==> src/sv/cbb_pkg.sv <==
// ----------------------------------------------------------------------------
// cbb_pkg
// Shared constants, register codes and control types of the cubic B-spline
// basis evaluator.
// ----------------------------------------------------------------------------
`default_nettype none

package cbb_pkg;

    localparam int DEF_FRAC_BITS = 16;
    localparam int DEF_MAX_NODES = 255;

    localparam int NODE_W      = 8;
    localparam int INDEX_W     = 9;
    localparam int NP1_W       = NODE_W + 1;
    localparam int K_W         = NP1_W + 1;
    localparam int POINT_INT_W = 4;
    localparam int OUT_INT_W   = 11;
    localparam int CFG_IDX_W   = 1;
    localparam int CFG_DATA_W  = INDEX_W;
    localparam int PIPE_LAT    = 8;

    localparam logic [NODE_W-1:0]  NODE_RESET  = NODE_W'(8);
    localparam logic [INDEX_W-1:0] INDEX_RESET = '0;

    localparam logic signed [K_W-1:0] K_ZERO = '0;
    localparam logic signed [K_W-1:0] K_ONE  = K_W'(1);
    localparam logic signed [K_W-1:0] K_NEG1 = '1;

    localparam logic [CFG_IDX_W-1:0] REG_NODE_COUNT  = 1'b0;
    localparam logic [CFG_IDX_W-1:0] REG_BASIS_INDEX = 1'b1;

    typedef enum logic [1:0] {
        COEF_NONE = 2'd0,
        COEF_ONE  = 2'd1,
        COEF_FOUR = 2'd2
    } t_coef;

    typedef struct packed {
        logic  vld;
        logic  mode;
        logic  inv;
        t_coef coef;
    } t_ctl;

endpackage

`default_nettype wire

==> src/sv/cbb_post.sv <==
// ----------------------------------------------------------------------------
// cbb_post
// Three-stage back end: combines the two splines, scales a derivative by
// n+1, then rounds, saturates and registers the result.
// ----------------------------------------------------------------------------
`default_nettype none

module cbb_post import cbb_pkg::*; #(
    parameter int FRAC_BITS = DEF_FRAC_BITS,
    localparam int S_W   = FRAC_BITS + 6,
    localparam int OUT_W = FRAC_BITS + OUT_INT_W + 1
) (
    input  logic                    i_clk,
    input  logic                    i_rst_n,
    input  t_ctl                    i_ctl,
    input  logic [NP1_W-1:0]        i_np1,
    input  logic signed [S_W-1:0]   i_s_a,
    input  logic signed [S_W-1:0]   i_s_b,
    output logic                    o_valid,
    output logic signed [OUT_W-1:0] o_result,
    output logic                    o_invalid
);

    localparam int ACC_W = S_W + 3;
    localparam int SC_W  = ACC_W + K_W;

    localparam logic signed [SC_W-1:0] RND  = SC_W'(2);
    localparam logic signed [SC_W-1:0] OMAX =
        {{(SC_W - OUT_W + 1){1'b0}}, {(OUT_W - 1){1'b1}}};
    localparam logic signed [SC_W-1:0] OMIN =
        {{(SC_W - OUT_W + 1){1'b1}}, {(OUT_W - 1){1'b0}}};

    logic signed [ACC_W-1:0] e_a;
    logic signed [ACC_W-1:0] e_b;
    logic signed [ACC_W-1:0] n_acc;
    logic signed [SC_W-1:0]  n_sc;
    logic signed [SC_W-1:0]  rsum;
    logic signed [SC_W-1:0]  rs;
    logic signed [OUT_W-1:0] n_res;

    t_ctl                    r_a_ctl;
    t_ctl                    r_b_ctl;
    logic signed [ACC_W-1:0] r_acc;
    logic signed [SC_W-1:0]  r_sc;

    assign e_a = {{(ACC_W - S_W){i_s_a[S_W-1]}}, i_s_a};
    assign e_b = {{(ACC_W - S_W){i_s_b[S_W-1]}}, i_s_b};

    always_comb begin
        case (i_ctl.coef)
            COEF_FOUR: n_acc = e_a - (e_b <<< 2);
            COEF_ONE:  n_acc = e_a - e_b;
            COEF_NONE: n_acc = e_a;
            default:   n_acc = e_a;
        endcase
    end

    always_comb begin
        if (r_a_ctl.mode) begin
            n_sc = SC_W'(r_acc) * SC_W'($signed({1'b0, i_np1}));
        end else begin
            n_sc = {{K_W{r_acc[ACC_W-1]}}, r_acc};
        end
    end

    assign rsum = r_sc + RND;
    assign rs   = rsum >>> 2;

    always_comb begin
        if (r_b_ctl.inv) begin
            n_res = '0;
        end else if (rs > OMAX) begin
            n_res = OMAX[OUT_W-1:0];
        end else if (rs < OMIN) begin
            n_res = OMIN[OUT_W-1:0];
        end else begin
            n_res = rs[OUT_W-1:0];
        end
    end

    always_ff @(posedge i_clk) begin
        if (!i_rst_n) begin
            r_a_ctl   <= '0;
            r_b_ctl   <= '0;
            o_valid   <= 1'b0;
            o_invalid <= 1'b0;
        end else begin
            r_a_ctl   <= i_ctl;
            r_b_ctl   <= r_a_ctl;
            o_valid   <= r_b_ctl.vld;
            o_invalid <= r_b_ctl.inv;
        end
    end

    always_ff @(posedge i_clk) begin
        r_acc    <= n_acc;
        r_sc     <= n_sc;
        o_result <= n_res;
    end

endmodule

`default_nettype wire

==> config.mk <==
export PLATFORM = sky130hd
export DESIGN_NAME = cbb_post
export DESIGN_NICKNAME = d
export VERILOG_FILES = /design/src/sv/cbb_pkg.sv /design/src/sv/cbb_post.sv
export SDC_FILE = /design/constraint.sdc
export NUM_CORES = 1
export LEC_CHECK = 0
export BUFFER_PORTS_ARGS = -buffer_cell sky130_fd_sc_hd__buf_4
export CAP_MARGIN = 5
export CORE_ASPECT_RATIO = 1.75
export CORE_MARGIN = 4
export CORE_UTILIZATION = 35
export CTS_CLUSTER_DIAMETER = 30
export DETAILED_ROUTE_END_ITERATION = 8
export GPL_TIMING_DRIVEN = 1
export HOLD_SLACK_MARGIN = 0.12
export PLACE_DENSITY = 0.49
export RECOVER_POWER = 100
export SYNTH_ARGS = -nofsm -noshare
export SYNTH_HDL_FRONTEND = slang
export SYNTH_SLANG_ARGS = --single-unit
==> constraint.sdc <==
create_clock -name i_clk -period 7.5 [get_ports i_clk]
set_input_delay 1.5 -clock i_clk [delete_from_list [all_inputs] [get_ports i_clk]]
set_output_delay 1.5 -clock i_clk [all_outputs]
set_load 0.005 [all_outputs]
Yosys cells after proc, flatten, opt, wreduce, memory -nomap -nowiden
Cells that the tools add are included.
Widths: inputs -> output; s select.
{ "totals": {"register_bits": 95, "inputBits": 60, "output_inout_bits": 30, "word_cells": 24} }
{ "op_classes": {"n_addsub": 3, "n_mul": 1, "n_lt_le_gt_ge": 2, "n_eq_ne": 2, "muxes": 4, "n_reduce_logical": 1} }
{ "ops": {"columns": ["operator", "count"], "rows": [
  ["$pmux 25 s2", 1],
  ["$add 35x3->35 const B", 1],
  ["$mul 25x10->35", 1],
  ["$mux 35", 1],
  ["$gt 33x28->1 const B", 1],
  ["$lt 33x28->1 const B", 1],
  ["$mux 28", 1],
  ["$mux 27", 1],
  ["$sub 22x24->25", 1],
  ["$sub 22x22->23", 1],
  ["$eq 2x1->1 const B", 1],
  ["$eq 2x2->1 const B", 1],
  ["$reduce_or 2->1", 1]
]} }

Longest topological paths before layout
{ "logic_depth": {"depth_word": 4, "ltp_mapped": 21, "depth_no_buf": 20} }

Least setup slack after synthesis
OpenSTA, ideal clock, no wires.
{ "synth_path": {"path_kind": "input-to-reg", "start": "input i_np1[3]", "end": "register r_sc[34]", "setup_ns": 0.079, "t_arrival_ns": 6.619, "required_time_ns": 7.421, "slack_ns": 0.802, "stages": 21, "n_path_buf": 1, "cell_sequence": "clkbuf_1 nand2_1 fa_1 inv_1 fa_1 inv_1 fa_1 inv_1 fa_1 inv_1 fa_1 inv_1 ha_1 a2111oi_4 o21ai_2 a41oi_4 a211oi_2 o31ai_2 a21oi_1 or4b_1 o211ai_1"} }
{ "synth_between": {"elab_chain_len": 2} }
{ "synth_lines": {"columns": ["element", "line", "rtl"], "rows": [
  ["start, declared", "cbb_post.sv:16", "input logic [NP1_W-1:0] i_np1,"],
  ["$mul 25x10->35", "cbb_post.sv:60", "n_sc = SC_W'(r_acc) * SC_W'($signed({1'b0, i_np1}));"],
  ["$mux 35", "cbb_post.sv:59", "if (r_a_ctl.mode) begin"],
  ["via n_sc[34]", "cbb_post.sv:36", "logic signed [SC_W-1:0] n_sc;"],
  ["end signal, assigned", "cbb_post.sv:97", "r_sc <= n_sc;"],
  ["end, declared", "cbb_post.sv:44", "logic signed [SC_W-1:0] r_sc;"]
]} }
The timed path passes the listed nets, and every way through them passes these cells.
A chain may end at the register's enable or synchronous reset.

Worst setup path after layout
{ "layout_path": {"start": "input i_np1[3]", "end": "register r_sc[30]"} }
The elaborated chain is that of the path after synthesis.

==> impl.org <==
** Synthesis
- Of the synthesized area, sequential elements account for 0.135.
- By area the synthesized netlist is led by sky130_fd_sc_hd__fa_1, sky130_fd_sc_hd__dfxtp_1, sky130_fd_sc_hd__ha_1.
- Summed over all instances, the cell type with the most area after synthesis is sky130_fd_sc_hd__fa_1.
- Syn Nets :: 1,988
- Synthesized flop and latch total :: 94
- Synthesis warning total :: 0
- Of the post-synthesis cell area, the dominant cell type holds 0.268.
- Post-Syn Area :: 14,000 µm²
- Unique masters post-synth :: 81
- Synth Flop Type :: sky130_fd_sc_hd__dfxtp_1
- Of all flip-flops after synthesis, the portion carrying an async set or reset was 0.
- The cell count after synthesis came out at 1,620.
- Mean instance size in the synthesized netlist :: 8.64 µm²
- In this run, synthesis inferred 0 flip-flops with an integrated enable.

** Global route
- The initial antenna violation count was 0.
- The via count of the first global-routing pass came to 11,900.
- The first global-routing pass estimated 59.6 mm of wire.
- After global routing the overflow that remains totals 0.
- Entering global routing, the biggest net connects 38 pins.
- All-Layer GR Usage :: 0.169

** Placement
- Once placement finished, the instance area stood at 15,000 µm².
- Number of buffers added on ports :: 89
- The HPWL after detailed placement is 29.8 mm.
- Routability cong. :: 0.863

** Setup path
- Kind of cell adding the most delay to the critical path :: adder cells
- For this run, the slowest stage of the critical path takes 570 ps.
- Capture instance of the worst register-to-register path :: r_sc[34]
- Logic depth of the worst register-to-register path :: 20
- STA classifies the critical path startpoint as an input port.
- Along the worst path, the maximum fanout reaches 25.
- CP bufs+invs :: 4
- Reg-to-Reg Start :: r_acc[5]
- Critical path arrival :: 7200 ps
- Data required time at the worst endpoint :: 7760 ps
- CP Cell Sequence :: buf_4 > nand2_1 > fa_1 > inv_1 > fa_1 > ha_1 > fa_1 > inv_1 > fa_1 > inv_1 > ha_1 > o21ai_0 > o21ai_0 > nand4_1 > a21oi_1 > o21ai_0 > o21ai_0 > xor2_1 > a21o_1
- Critical path class :: input port to register
- For this design, the slowest cell found on the critical path is sky130_fd_sc_hd__o21ai_0.
- Setup crit end kind :: register
- Setup slack on the worst reg-to-reg path comes out at 1360 ps.

** Detailed routing
- Detailed-route wire length per cell :: 16.6 µm
- For this block, the via count after detailed routing is 10,900.
- For this block, the initial DRC count from the detailed router was 270.
- Via density per instance :: 5.06
- For this run, design rule violations remaining after detail routing come to 0.
- Post-route ant nets :: 0
- The pre-antenna-repair detailed-routing pass consisted of 4 iterations.
- Summed over all layers, the routed wires come to 35.8 mm.

** Power
- Part of the power in the clock network :: 0.070
- The share of total power dissipated in combinational logic is 0.806.
- Dividing total power by cell area gives a power density of 462 nW/µm².
- Cell Int Power :: 3.37 mW
- Net Sw Power :: 3.67 mW
- Switching share of total power :: 0.522
- Of the total power, registers draw 0.124.
- The analysis attributes to cell leakage a power of 7.40 nW.
- The worst-case IR drop observed on VDD is 244 µV.

** Finish
- Compared with the post-synthesis result, the final layout area differs by 8.86%.
- The number of antenna diodes in the final layout is 0.
- Leading cell types in the layout, fill and taps excluded :: sky130_fd_sc_hd__inv_1, sky130_fd_sc_hd__fa_1, sky130_fd_sc_hd__nand2_1
- Layout fillers :: 4,124
- Final instance area :: 15,200 µm²
- In the final layout, the share of cells above drive strength 1 is 0.0897.
- The library cell used most frequently in the layout, excluding fill and tap cells, is sky130_fd_sc_hd__inv_1.
- The final layout contains 2,025 nets.

** Clock tree
- TritonCTS built the clock tree.
- Root buffer cell :: sky130_fd_sc_hd__clkbuf_16
- Hold buffer count at CTS :: 0
- TritonCTS Sinks :: 94
- Clock-pin slew was measured on the worst setup and hold paths at 70 ps.
- The clock tree synthesis step divided the H-tree into 3 levels.
- Worst-case clock buffer depth :: 2
- Post-cts repair resize count :: 0
- Buffers inserted during clock tree synthesis total 9.
- Insertion delay of the later-clocked pin in the worst-skew pair :: 380 ps
- Post-CTS timing repair inserted 0 buffers for setup.

** Min path
- In this run the most critical hold path is launched from r_b_ctl[4].
- Type of the tightest min-delay check :: register to register
- Cells on Worst Hold Path :: 1
- Endpoint of the worst hold path :: o_valid

** STA
- Clock period minus final worst setup slack :: 6940 ps
- Unrepaired setup endpoints after global routing :: no
- Dividing the final minimum period by the clock period gives 0.925.
- The final number of hold-violating endpoints came to 0.
- The final max-slew violation count is 0.
- For the pin with the worst max-slew slack, the measured transition is 1460 ps.
- Fmax :: 144 MHz
- In this run the tightest slew margin relative to its limit is 0.0268.
- Clock Skews :: 15.6 ps
- TNS Setup :: 0 ps
- Number of failing setup endpoints in the final timing report :: 0

** Floorplan
- The region available for standard cell placement spans 39,400 µm².
- Initial standard-cell utilization of the core :: 0.355
- In this run the core area contains 96 standard-cell rows.
- 90 I/O pins were placed.
- The die covers 43,400 µm².
- The die is 159 µm wide.
- Die Y-Extent :: 272 µm

** Job
- Across the run, the number of max-cap violations was 0.

** Run status
- Outcome :: complete, no violations
final cells by class:
cell class,instances,area [µm²],area share
repair buffers,94,694,0.0456
clock buffers,10,239,0.0157
multi-input cells,1200,10800,0.707
well taps,490,613,0.0403
flip-flops and latches,94,1880,0.124
inverters,258,968,0.0636
clock inverters,6,68.8,0.00452
synth_stat cells (21+ instances only):
cell type                  instances
sky130_fd_sc_hd__a21o_1           31
sky130_fd_sc_hd__a21oi_1          73
sky130_fd_sc_hd__and2_1          118
sky130_fd_sc_hd__clkbuf_1         56
sky130_fd_sc_hd__dfxtp_1          94
sky130_fd_sc_hd__fa_1            187
sky130_fd_sc_hd__ha_1            121
sky130_fd_sc_hd__inv_1           258
sky130_fd_sc_hd__nand2_1         181
sky130_fd_sc_hd__nand3_1          25
sky130_fd_sc_hd__nor2_1           50
sky130_fd_sc_hd__o21ai_0          43
sky130_fd_sc_hd__o21ai_2          21
sky130_fd_sc_hd__xnor2_1          51
sky130_fd_sc_hd__xor2_1           40
registers in the layout, indices dropped and copies added (netlist names):
name       flops
r_sc          34
o_result      28
r_acc         25
r_a_ctl        3
r_b_ctl        2
o_invalid      1
o_valid        1
routing by layer:
layer,wire [µm],vias to the layer above,track usage
met5,0,-,0
met4,600,0,0.0427
met3,812,42,0.0192
met2,20300,173,0.342
met1,14100,5325,0.184
li1,-,5353,-
how the worst max path moves through the flow:
stage / depth (start not counted) / slack (ps) / to / start
6_report: 19 / 560 / r_sc[30] / i_np1[3]
3_3_place_gp: 21 / 450 / r_sc[34] / i_np1[3]
2_1_floorplan: 21 / 800 / r_sc[34] / i_np1[3]
3_5_place_dp: 21 / 420 / r_sc[34] / i_np1[3]
4_1_cts: 21 / 810 / r_sc[34] / i_np1[3]
5_1_grt: 19 / 260 / r_sc[30] / i_np1[3]
kinds of logic (layout without fill, tap and decap cells):
group / Yosys count / in the layout / share of synthesized area
flip-flops: 94 / 94 / 0.135
multiplexers: 19 / 19 / 0.0152
AND/OR/NAND/NOR: 466 / 466 / 0.168
buffers and inverters: 326 / 368 / 0.0902
XOR/XNOR: 91 / 91 / 0.0570
AO/OA/AOI/OAI: 316 / 316 / 0.159
adder cells (fa/ha/maj): 308 / 308 / 0.376
power groups by stage:
stage          logic (mW)  registers, mW  clock network (mW)
6_report             5.67          0.871               0.495
3_5_place_dp         5.77          0.887                   0
5_1_grt              6.48          0.901               0.528
3_3_place_gp         5.72          0.885                   0
4_1_cts              5.81          0.875               0.517
2_1_floorplan        4.53          0.810                   0
per-stage QoR:
step                      worst slack, ps  total power, mW  hold slack [ps]  utilization  cells
after floorplan                       802             5.34              406            -   1620
after global placement                447             6.61              411        0.381   2136
after detailed placement              416             6.66              418        0.381   2136
after CTS                             813             7.21              435        0.389   2152
after global routing                  265             7.91              444        0.387   2152
final                                 564             7.04              428        0.387   2152
No activity file was read; power rests on OpenSTA's default activity.
