File: config.mk
export PLATFORM = sky130hd
export DESIGN_NAME = cbb_spline
export DESIGN_NICKNAME = d
export VERILOG_FILES = /design/src/sv/cbb_pkg.sv /design/src/sv/cbb_spline.sv
export SDC_FILE = /design/constraint.sdc
export NUM_CORES = 2
export LEC_CHECK = 0
export ABC_AREA = 1
export BUFFER_PORTS_ARGS = -buffer_cell sky130_fd_sc_hd__buf_2
export CORE_MARGIN = 2
export CORE_UTILIZATION = 55
export DETAILED_ROUTE_END_ITERATION = 7
export PLACE_DENSITY_LB_ADDON = 0.12
export SLEW_MARGIN = 10
export SYNTH_ARGS = -nofsm -noshare
export SYNTH_HDL_FRONTEND = slang
export SYNTH_SLANG_ARGS = --single-unit
File: constraint.sdc
create_clock -name i_clk -period 17.9 [get_ports i_clk]
set_input_delay 0.895 -clock i_clk [delete_from_list [all_inputs] [get_ports i_clk]]
set_output_delay 0.895 -clock i_clk [all_outputs]
set_load 0.02 [all_outputs]
File: src/sv/cbb_pkg.sv
// ----------------------------------------------------------------------------
// cbb_pkg
// Shared constants, register codes and control types of the cubic B-spline
// basis evaluator.
// ----------------------------------------------------------------------------
`default_nettype none

package cbb_pkg;

    localparam int DEF_FRAC_BITS = 16;
    localparam int DEF_MAX_NODES = 255;

    localparam int NODE_W      = 8;
    localparam int INDEX_W     = 9;
    localparam int NP1_W       = NODE_W + 1;
    localparam int K_W         = NP1_W + 1;
    localparam int POINT_INT_W = 4;
    localparam int OUT_INT_W   = 11;
    localparam int CFG_IDX_W   = 1;
    localparam int CFG_DATA_W  = INDEX_W;
    localparam int PIPE_LAT    = 8;

    localparam logic [NODE_W-1:0]  NODE_RESET  = NODE_W'(8);
    localparam logic [INDEX_W-1:0] INDEX_RESET = '0;

    localparam logic signed [K_W-1:0] K_ZERO = '0;
    localparam logic signed [K_W-1:0] K_ONE  = K_W'(1);
    localparam logic signed [K_W-1:0] K_NEG1 = '1;

    localparam logic [CFG_IDX_W-1:0] REG_NODE_COUNT  = 1'b0;
    localparam logic [CFG_IDX_W-1:0] REG_BASIS_INDEX = 1'b1;

    typedef enum logic [1:0] {
        COEF_NONE = 2'd0,
        COEF_ONE  = 2'd1,
        COEF_FOUR = 2'd2
    } t_coef;

    typedef struct packed {
        logic  vld;
        logic  mode;
        logic  inv;
        t_coef coef;
    } t_ctl;

endpackage

`default_nettype wire

File: src/sv/cbb_spline.sv
// ----------------------------------------------------------------------------
// cbb_spline
// Four-stage evaluation of four times the cubic B-spline or its slope at
// y = t - k: segment selection, squares, cubes and final combination.
// ----------------------------------------------------------------------------
`default_nettype none

module cbb_spline import cbb_pkg::*; #(
    parameter int FRAC_BITS = DEF_FRAC_BITS,
    localparam int T_W  = FRAC_BITS + POINT_INT_W + 1 + K_W,
    localparam int S_W  = FRAC_BITS + 6
) (
    input  logic                  i_clk,
    input  logic signed [T_W-1:0] i_t,
    input  logic signed [K_W-1:0] i_k,
    input  logic                  i_mode,
    output logic signed [S_W-1:0] o_s4
);

    localparam int Y_W  = T_W + 1;
    localparam int U_W  = FRAC_BITS + 2;
    localparam int SQ_W = FRAC_BITS + 3;
    localparam int CU_W = FRAC_BITS + 4;
    localparam int P2_W = 2 * U_W;
    localparam int P3_W = SQ_W + U_W;

    localparam logic signed [Y_W-1:0] ONE  = Y_W'(1) << FRAC_BITS;
    localparam logic signed [Y_W-1:0] TWO  = Y_W'(2) << FRAC_BITS;
    localparam logic signed [Y_W-1:0] ZERO = '0;
    localparam logic [P2_W-1:0] HALF2 = P2_W'(1) << (FRAC_BITS - 1);
    localparam logic [P3_W-1:0] HALF3 = P3_W'(1) << (FRAC_BITS - 1);

    logic signed [Y_W-1:0] ks;
    logic signed [Y_W-1:0] y;
    logic signed [Y_W-1:0] u_lo;
    logic signed [Y_W-1:0] v_lo;
    logic signed [Y_W-1:0] u_hi;
    logic signed [Y_W-1:0] v_hi;
    logic [U_W-1:0]        n_u;
    logic [U_W-1:0]        n_v;
    logic                  n_neg;

    logic [U_W-1:0]  r1_u;
    logic [U_W-1:0]  r1_v;
    logic            r1_neg;
    logic            r1_mode;

    logic [P2_W-1:0] pu;
    logic [P2_W-1:0] pv;
    logic [SQ_W-1:0] r2_sq_u;
    logic [SQ_W-1:0] r2_sq_v;
    logic [U_W-1:0]  r2_u;
    logic [U_W-1:0]  r2_v;
    logic            r2_neg;
    logic            r2_mode;

    logic [P3_W-1:0] cu;
    logic [P3_W-1:0] cv;
    logic [CU_W-1:0] r3_cu_u;
    logic [CU_W-1:0] r3_cu_v;
    logic [SQ_W-1:0] r3_sq_u;
    logic [SQ_W-1:0] r3_sq_v;
    logic            r3_neg;
    logic            r3_mode;

    logic signed [S_W-1:0] e_cu_u;
    logic signed [S_W-1:0] e_cu_v;
    logic signed [S_W-1:0] e_sq_u;
    logic signed [S_W-1:0] e_sq_v;
    logic signed [S_W-1:0] val;
    logic signed [S_W-1:0] dif;
    logic signed [S_W-1:0] dif3;
    logic signed [S_W-1:0] n_s4;

    assign ks   = {{(Y_W - K_W - FRAC_BITS){i_k[K_W-1]}}, i_k, {FRAC_BITS{1'b0}}};
    assign y    = {i_t[T_W-1], i_t} - ks;
    assign u_lo = TWO + y;
    assign v_lo = ONE + y;
    assign u_hi = TWO - y;
    assign v_hi = ONE - y;

    always_comb begin
        n_u   = '0;
        n_v   = '0;
        n_neg = 1'b0;
        if ((y > -TWO) && (y <= TWO)) begin
            if (y <= -ONE) begin
                n_u = u_lo[U_W-1:0];
            end else if (y <= ZERO) begin
                n_u = u_lo[U_W-1:0];
                n_v = v_lo[U_W-1:0];
            end else if (y <= ONE) begin
                n_u   = u_hi[U_W-1:0];
                n_v   = v_hi[U_W-1:0];
                n_neg = 1'b1;
            end else begin
                n_u   = u_hi[U_W-1:0];
                n_neg = 1'b1;
            end
        end
    end

    assign pu = P2_W'(r1_u) * P2_W'(r1_u) + HALF2;
    assign pv = P2_W'(r1_v) * P2_W'(r1_v) + HALF2;

    assign cu = P3_W'(r2_sq_u) * P3_W'(r2_u) + HALF3;
    assign cv = P3_W'(r2_sq_v) * P3_W'(r2_v) + HALF3;

    assign e_cu_u = {{(S_W - CU_W){1'b0}}, r3_cu_u};
    assign e_cu_v = {{(S_W - CU_W){1'b0}}, r3_cu_v};
    assign e_sq_u = {{(S_W - SQ_W){1'b0}}, r3_sq_u};
    assign e_sq_v = {{(S_W - SQ_W){1'b0}}, r3_sq_v};
    assign val    = e_cu_u - (e_cu_v <<< 2);
    assign dif    = e_sq_u - (e_sq_v <<< 2);
    assign dif3   = (dif <<< 1) + dif;

    always_comb begin
        if (r3_mode) begin
            n_s4 = r3_neg ? -dif3 : dif3;
        end else begin
            n_s4 = val;
        end
    end

    always_ff @(posedge i_clk) begin
        r1_u    <= n_u;
        r1_v    <= n_v;
        r1_neg  <= n_neg;
        r1_mode <= i_mode;

        r2_sq_u <= pu[FRAC_BITS +: SQ_W];
        r2_sq_v <= pv[FRAC_BITS +: SQ_W];
        r2_u    <= r1_u;
        r2_v    <= r1_v;
        r2_neg  <= r1_neg;
        r2_mode <= r1_mode;

        r3_cu_u <= cu[FRAC_BITS +: CU_W];
        r3_cu_v <= cv[FRAC_BITS +: CU_W];
        r3_sq_u <= r2_sq_u;
        r3_sq_v <= r2_sq_v;
        r3_neg  <= r2_neg;
        r3_mode <= r2_mode;

        o_s4    <= n_s4;
    end

endmodule

`default_nettype wire

# --- Word-level counts from Yosys, hierarchy flattened ---
# Index checks and enable logic that the tools add are counted.
totals:
  register_bits: 216
  inputBits: 43
  output_inout_bits: 22
  elab_cells: 49
op_classes:
  add_sub_neg: 13
  mul: 4
  order_cmp: 5
  n_mux: 7
  n_bitwise: 1
  n_reduce_logical: 2
ops:
  columns: ["op", "n"]
  rows:
  - ["$add A36 B16 Y36 const B", 2]
  - ["$mul A19 B18 Y36", 2]
  - ["$mux W18", 4]
  - ["$add A35 B16 Y35 const B", 2]
  - ["$mul A18 B18 Y35", 2]
  - ["$mux W22", 2]
  - ["$add A18 B18 Y18 const A", 2]
  - ["$sub A18 B18 Y18 const A", 2]
  - ["$gt A32 B18 Y1 const B", 1]
  - ["$le A32 B1 Y1 const B", 1]
  - ["$le A32 B17 Y1 const B", 1]
  - ["$le A32 B18 Y1 const B", 1]
  - ["$le A32 B19 Y1 const B", 1]
  - ["$sub A31 B26 Y32", 1]
  - ["$add A22 B22 Y22", 1]
  - ["$neg A22 Y22", 1]
  - ["$sub A19 B21 Y22", 1]
  - ["$sub A21 B22 Y22", 1]
  - ["$reduce_or A2 Y1", 1]
  - ["$logic_and A1 B1 Y1", 1]
  - ["$mux W1", 1]
  - ["$not A1 Y1", 1]

# --- Logic depth before layout (Yosys ltp) ---
logic_depth:
  word_depth: 5
  ltp_mapped: 29
  mapped_depth_nobuf: 29

# --- Worst setup path after synthesis ---
# Ideal clock, no wire load.
synth_path:
  path_type: "register to register"
  startpoint: "reg r1_u[9]"
  endpoint: "reg r2_sq_u[13]"
  setup_time_ns: 0.072
  arrival_time_ns: 5.560
  t_required_ns: 17.828
  path_slack_ns: 12.268
  path_stages_with_launch: 27
  n_path_buf: 2
  synth_period_minus_slack_ns: 5.632
  cell_sequence: "dfxtp_1 > clkbuf_1 > clkbuf_1 > nand2_1 > inv_1 > fa_1 > fa_1 > inv_1 > fa_1 > fa_1 > inv_1 > fa_1 > inv_1 > fa_1 > inv_1 > ha_1 > nand2_1 > nor2_1 > nand4_1 > inv_1 > a21oi_1 > o21ai_0 > nand2_1 > nand2_1 > nand2_1 > nand2_1 > xor2_1"
synth_between:
  elab_chain_len: 2
synth_rtl:
  columns: ["item", "line", "source"]
  rows:
  - ["start, declared", "cbb_spline.sv:43", "logic [U_W-1:0] r1_u;"]
  - ["start signal, assigned", "cbb_spline.sv:126", "r1_u <= n_u;"]
  - ["$mul A18 B18 Y35", "cbb_spline.sv:103", "assign pu = P2_W'(r1_u) * P2_W'(r1_u) + HALF2;"]
  - ["$add A35 B16 Y35", "cbb_spline.sv:103", null]
  - ["via pu[29]", "cbb_spline.sv:48", "logic [P2_W-1:0] pu;"]
  - ["end signal, assigned", "cbb_spline.sv:131", "r2_sq_u <= pu[FRAC_BITS +: SQ_W];"]
  - ["end, declared", "cbb_spline.sv:50", "logic [SQ_W-1:0] r2_sq_u;"]
# The timed path passes the listed nets, and every way through them passes these cells.
# A chain may end at the register's enable or synchronous reset.

# --- Worst setup path in the final report ---
layout_path:
  startpoint: "reg r2_u[9]"
  endpoint: "reg r3_cu_u[19]"
layout_between:
  elab_chain_len: 2
layout_rtl:
  columns: ["item", "line", "source"]
  rows:
  - ["start, declared", "cbb_spline.sv:52", "logic [U_W-1:0] r2_u;"]
  - ["start signal, assigned", "cbb_spline.sv:133", "r2_u <= r1_u;"]
  - ["$mul A19 B18 Y36", "cbb_spline.sv:106", "assign cu = P3_W'(r2_sq_u) * P3_W'(r2_u) + HALF3;"]
  - ["$add A36 B16 Y36", "cbb_spline.sv:106", null]
  - ["via cu[35]", "cbb_spline.sv:57", "logic [P3_W-1:0] cu;"]
  - ["end signal, assigned", "cbb_spline.sv:138", "r3_cu_u <= cu[FRAC_BITS +: CU_W];"]
  - ["end, declared", "cbb_spline.sv:59", "logic [CU_W-1:0] r3_cu_u;"]
# The timed path passes the listed nets, and every way through them passes these cells.

==> reports/metrics.cfg <==
[clock_tree]
h-tree-depth=1
clk_latency_ps=600
cts_sinks=216
postCtsSetupBuffers=0
cts_tree=yes
cts.clk_slew.worst_paths_ps=60
root_buffer=clkbuf_16
holdBufCountCts=0
cts_resized=0
cts_buffers=30
cts_buffer_depth=3

[synthesis]
seq_area_frac_synth_pct=8.30
syn_inst=6809
ys_ff_latch=216
synth-edff-count=0
ys_warn_count=0
synth_cell_types=50
ys_async_sr_fraction_pct=0
syn_area_um2=52100
syn_nets=8390
synthFlopType=dfxtp_1
synth_area_per_cell_um2=7.65

[worst_hold_path]
min_from=r1_neg
hp-class=reg2reg

[cells_and_area]
diodes=0
fin_cells=7959
postLayoutCellArea_um2=54200
syn_to_final_growth_pct=4.02
drive_gt1_share_pct=2.73
fin_nets=8265

[drt]
route.detailed.drc=0
ant_nets=0
drtPass1Iterations=5
drt-total-wl_um=129000
dr_total_vias=40200
vias_per_cell=5.05
drt_iter0_drc=2523
wl_per_cell_um=16.2

[flow_run]
drv_cap=0

[setup_path]
rr_startpoint=r2_u[9]
crit_arrival_ps=6830
crit_fanout=19
cp_data_required_time_ps=18400
crit_type=reg2reg
crit_start=r2_u[9]
critPathCaptureType=flop
startpoint_type=flop

[global_route]
grt_pass1_wl_um=216000
grt_max_degree=24
grt_pass1_vias=42200
grt_use_total_pct=27.6
grt-ovfl-total=0
antenna_found_initial=3

[timing]
slew_viol_final=0
final.setup.worst_slack_ps=11570
finalClockSkew_ps=32.9
timing.fmax_mhz=158
finalSetupViolations=0
rsz0062_at_grt=no
post-route-min-period_ps=6330
hold_viol_final=0
slew_headroom_pct=21.6
setup-tns-final_ps=0
worst_slew_pin_slew_ps=1170
period_share_pct=35.3

[power_and_ir_drop]
ir_worst_vdd_mv=0.161
p_leak_nw=33.0
powerDensity_nw_per_um2=92.0

[outcome]
outcome=finished clean

[placed_design]
dp_cells=7906
globalplace.congestion=0.914
io_buffers=64
place_hpwl_um=105000
post-place-ws_ps=11590
post_dp_cell_area_um2=53200

[die]
pin_count=65
start_util_pct=55.6
dieArea_um2=97200
rows=112
coreArea_um2=93600
fp.dieH_um=312
dieWidth_um=312

==> kinds of logic (layout without fill, tap and decap cells) <==
kind of cell / after synthesis / count (layout) / share of synthesized area [%]
AOI/OAI and AO/OA: 476 / 476 / 4.98
DFF: 216 / 216 / 8.30
buffers and inverters: 2281 / 2177 / 16.5
adders and majority gates: 1538 / 1538 / 51.1
xor gates and xnor gates: 152 / 152 / 2.56
and+or+nand+nor: 2145 / 2145 / 16.5
muxes: 1 / 1 / 0.0192
==> worst max-delay path: stages (launching register included) <==
cell,delay [ps]
dfxtp_1,1050
nand2_1,180
fa_1,580
inv_1,50
fa_1,500
inv_1,60
fa_1,520
inv_1,50
fa_1,460
fa_1,490
inv_1,50
fa_1,470
inv_1,40
ha_1,370
nand2_1,110
nor2_1,130
nand2_1,60
o21ai_0,490
nand3_1,150
o2111ai_1,180
xor2_1,200
==> cell usage in the layout, fill, tap and decap left out, types with 12 or more instances in the layout <==
cell	instances
xnor2_1	51
clkbuf_16	30
nand2_2	20
fa_1	980
o21ai_0	140
dfxtp_1	216
inv_1	2037
buf_2	64
nor2_1	269
a21o_1	14
nand3_1	170
nand2_1	1572
ha_1	558
a31oi_1	13
nand4_1	40
xor2_1	101
nor3_1	27
buf_4	15
a21oi_1	250
o21bai_1	12
==> power breakdown <==
group / internal, mW / switching [mW]
combinational: 1.20 / 2.31
clock: 0.372 / 0.242
sequential: 0.591 / 0.268
total: 2.17 / 2.82
==> synth_stat cells, types with 5 or more instances <==
master | number | share of area [%]
dfxtp_1 | 216 | 8.3
xor2_1 | 101 | 1.7
buf_1 | 35 | 0.25
or2_2 | 7 | 0.084
inv_1 | 2037 | 15
a221oi_1 | 5 | 0.084
fa_1 | 980 | 38
nor3_1 | 27 | 0.26
ha_1 | 558 | 13
o21bai_1 | 12 | 0.17
clkbuf_1 | 192 | 1.4
nand4_1 | 40 | 0.48
a31oi_1 | 13 | 0.16
nand2_1 | 1572 | 11
nand2_2 | 20 | 0.24
a21oi_1 | 250 | 2.4
buf_6 | 5 | 0.11
nor2_1 | 269 | 1.9
o21ai_0 | 140 | 1.3
o211ai_1 | 9 | 0.13
and2_1 | 6 | 0.072
nor2_2 | 11 | 0.13
a21o_1 | 14 | 0.20
nor4_1 | 7 | 0.084
o21a_1 | 10 | 0.14
nand3_1 | 170 | 1.6
o31ai_1 | 5 | 0.072
xnor2_1 | 51 | 0.86
==> metrics by stage <==
stage	util, %	total power [mW]	hold slack, ps
after floorplan	-	3.45	310
after global placement	56.8	4.32	310
after detailed placement	56.8	4.36	315
after CTS	57.9	5.00	330
after global routing	57.9	5.63	333
final	57.9	4.99	326
==> cell type report <==
type | count | area (µm²)
well taps | 1254 | 1570
fillers | 8947 | 39400
flip-flops and latches | 216 | 4320
multi-input cells | 4312 | 39200
inverters | 2045 | 7680
repair buffers | 79 | 433
clock buffers | 39 | 835
clock inverters | 14 | 185
==> registers in the layout (all words and copies together) (netlist names) <==
| signal | cells |
|---|---|
| r1_u | 18 |
| r3_neg | 1 |
| r2_sq_v | 19 |
| r2_u | 18 |
| r2_neg | 1 |
| r2_v | 18 |
| r3_sq_u | 19 |
| r3_mode | 1 |
| r1_v | 18 |
| r3_sq_v | 19 |
| r1_neg | 1 |
| r3_cu_u | 20 |
| r2_sq_u | 19 |
| r2_mode | 1 |
| r1_mode | 1 |
| r3_cu_v | 20 |
| o_s4 | 22 |
==> worst paths after layout <==
path                      end  slack, ps  cells past startpoint
setup / recovery  r3_cu_u[19]      11570                     20
hold / removal         r2_neg        330                      0
setup reg to reg  r3_cu_u[19]      11570                     20
hold reg to reg        r2_neg        330                      0
==> routing by layer <==
| layer | up-vias | routed length [µm] | global-route usage [%] |
|---|---|---|---|
| met3 | 199 | 8110 | 3.47 |
| met1 | 19500 | 58100 | 38.6 |
| li1 | 19400 | - | - |
| met4 | 4 | 3090 | 5.88 |
| met5 | - | 18 | 0 |
| met2 | 1087 | 59500 | 45.9 |
(Power assumes the default switching activity.)
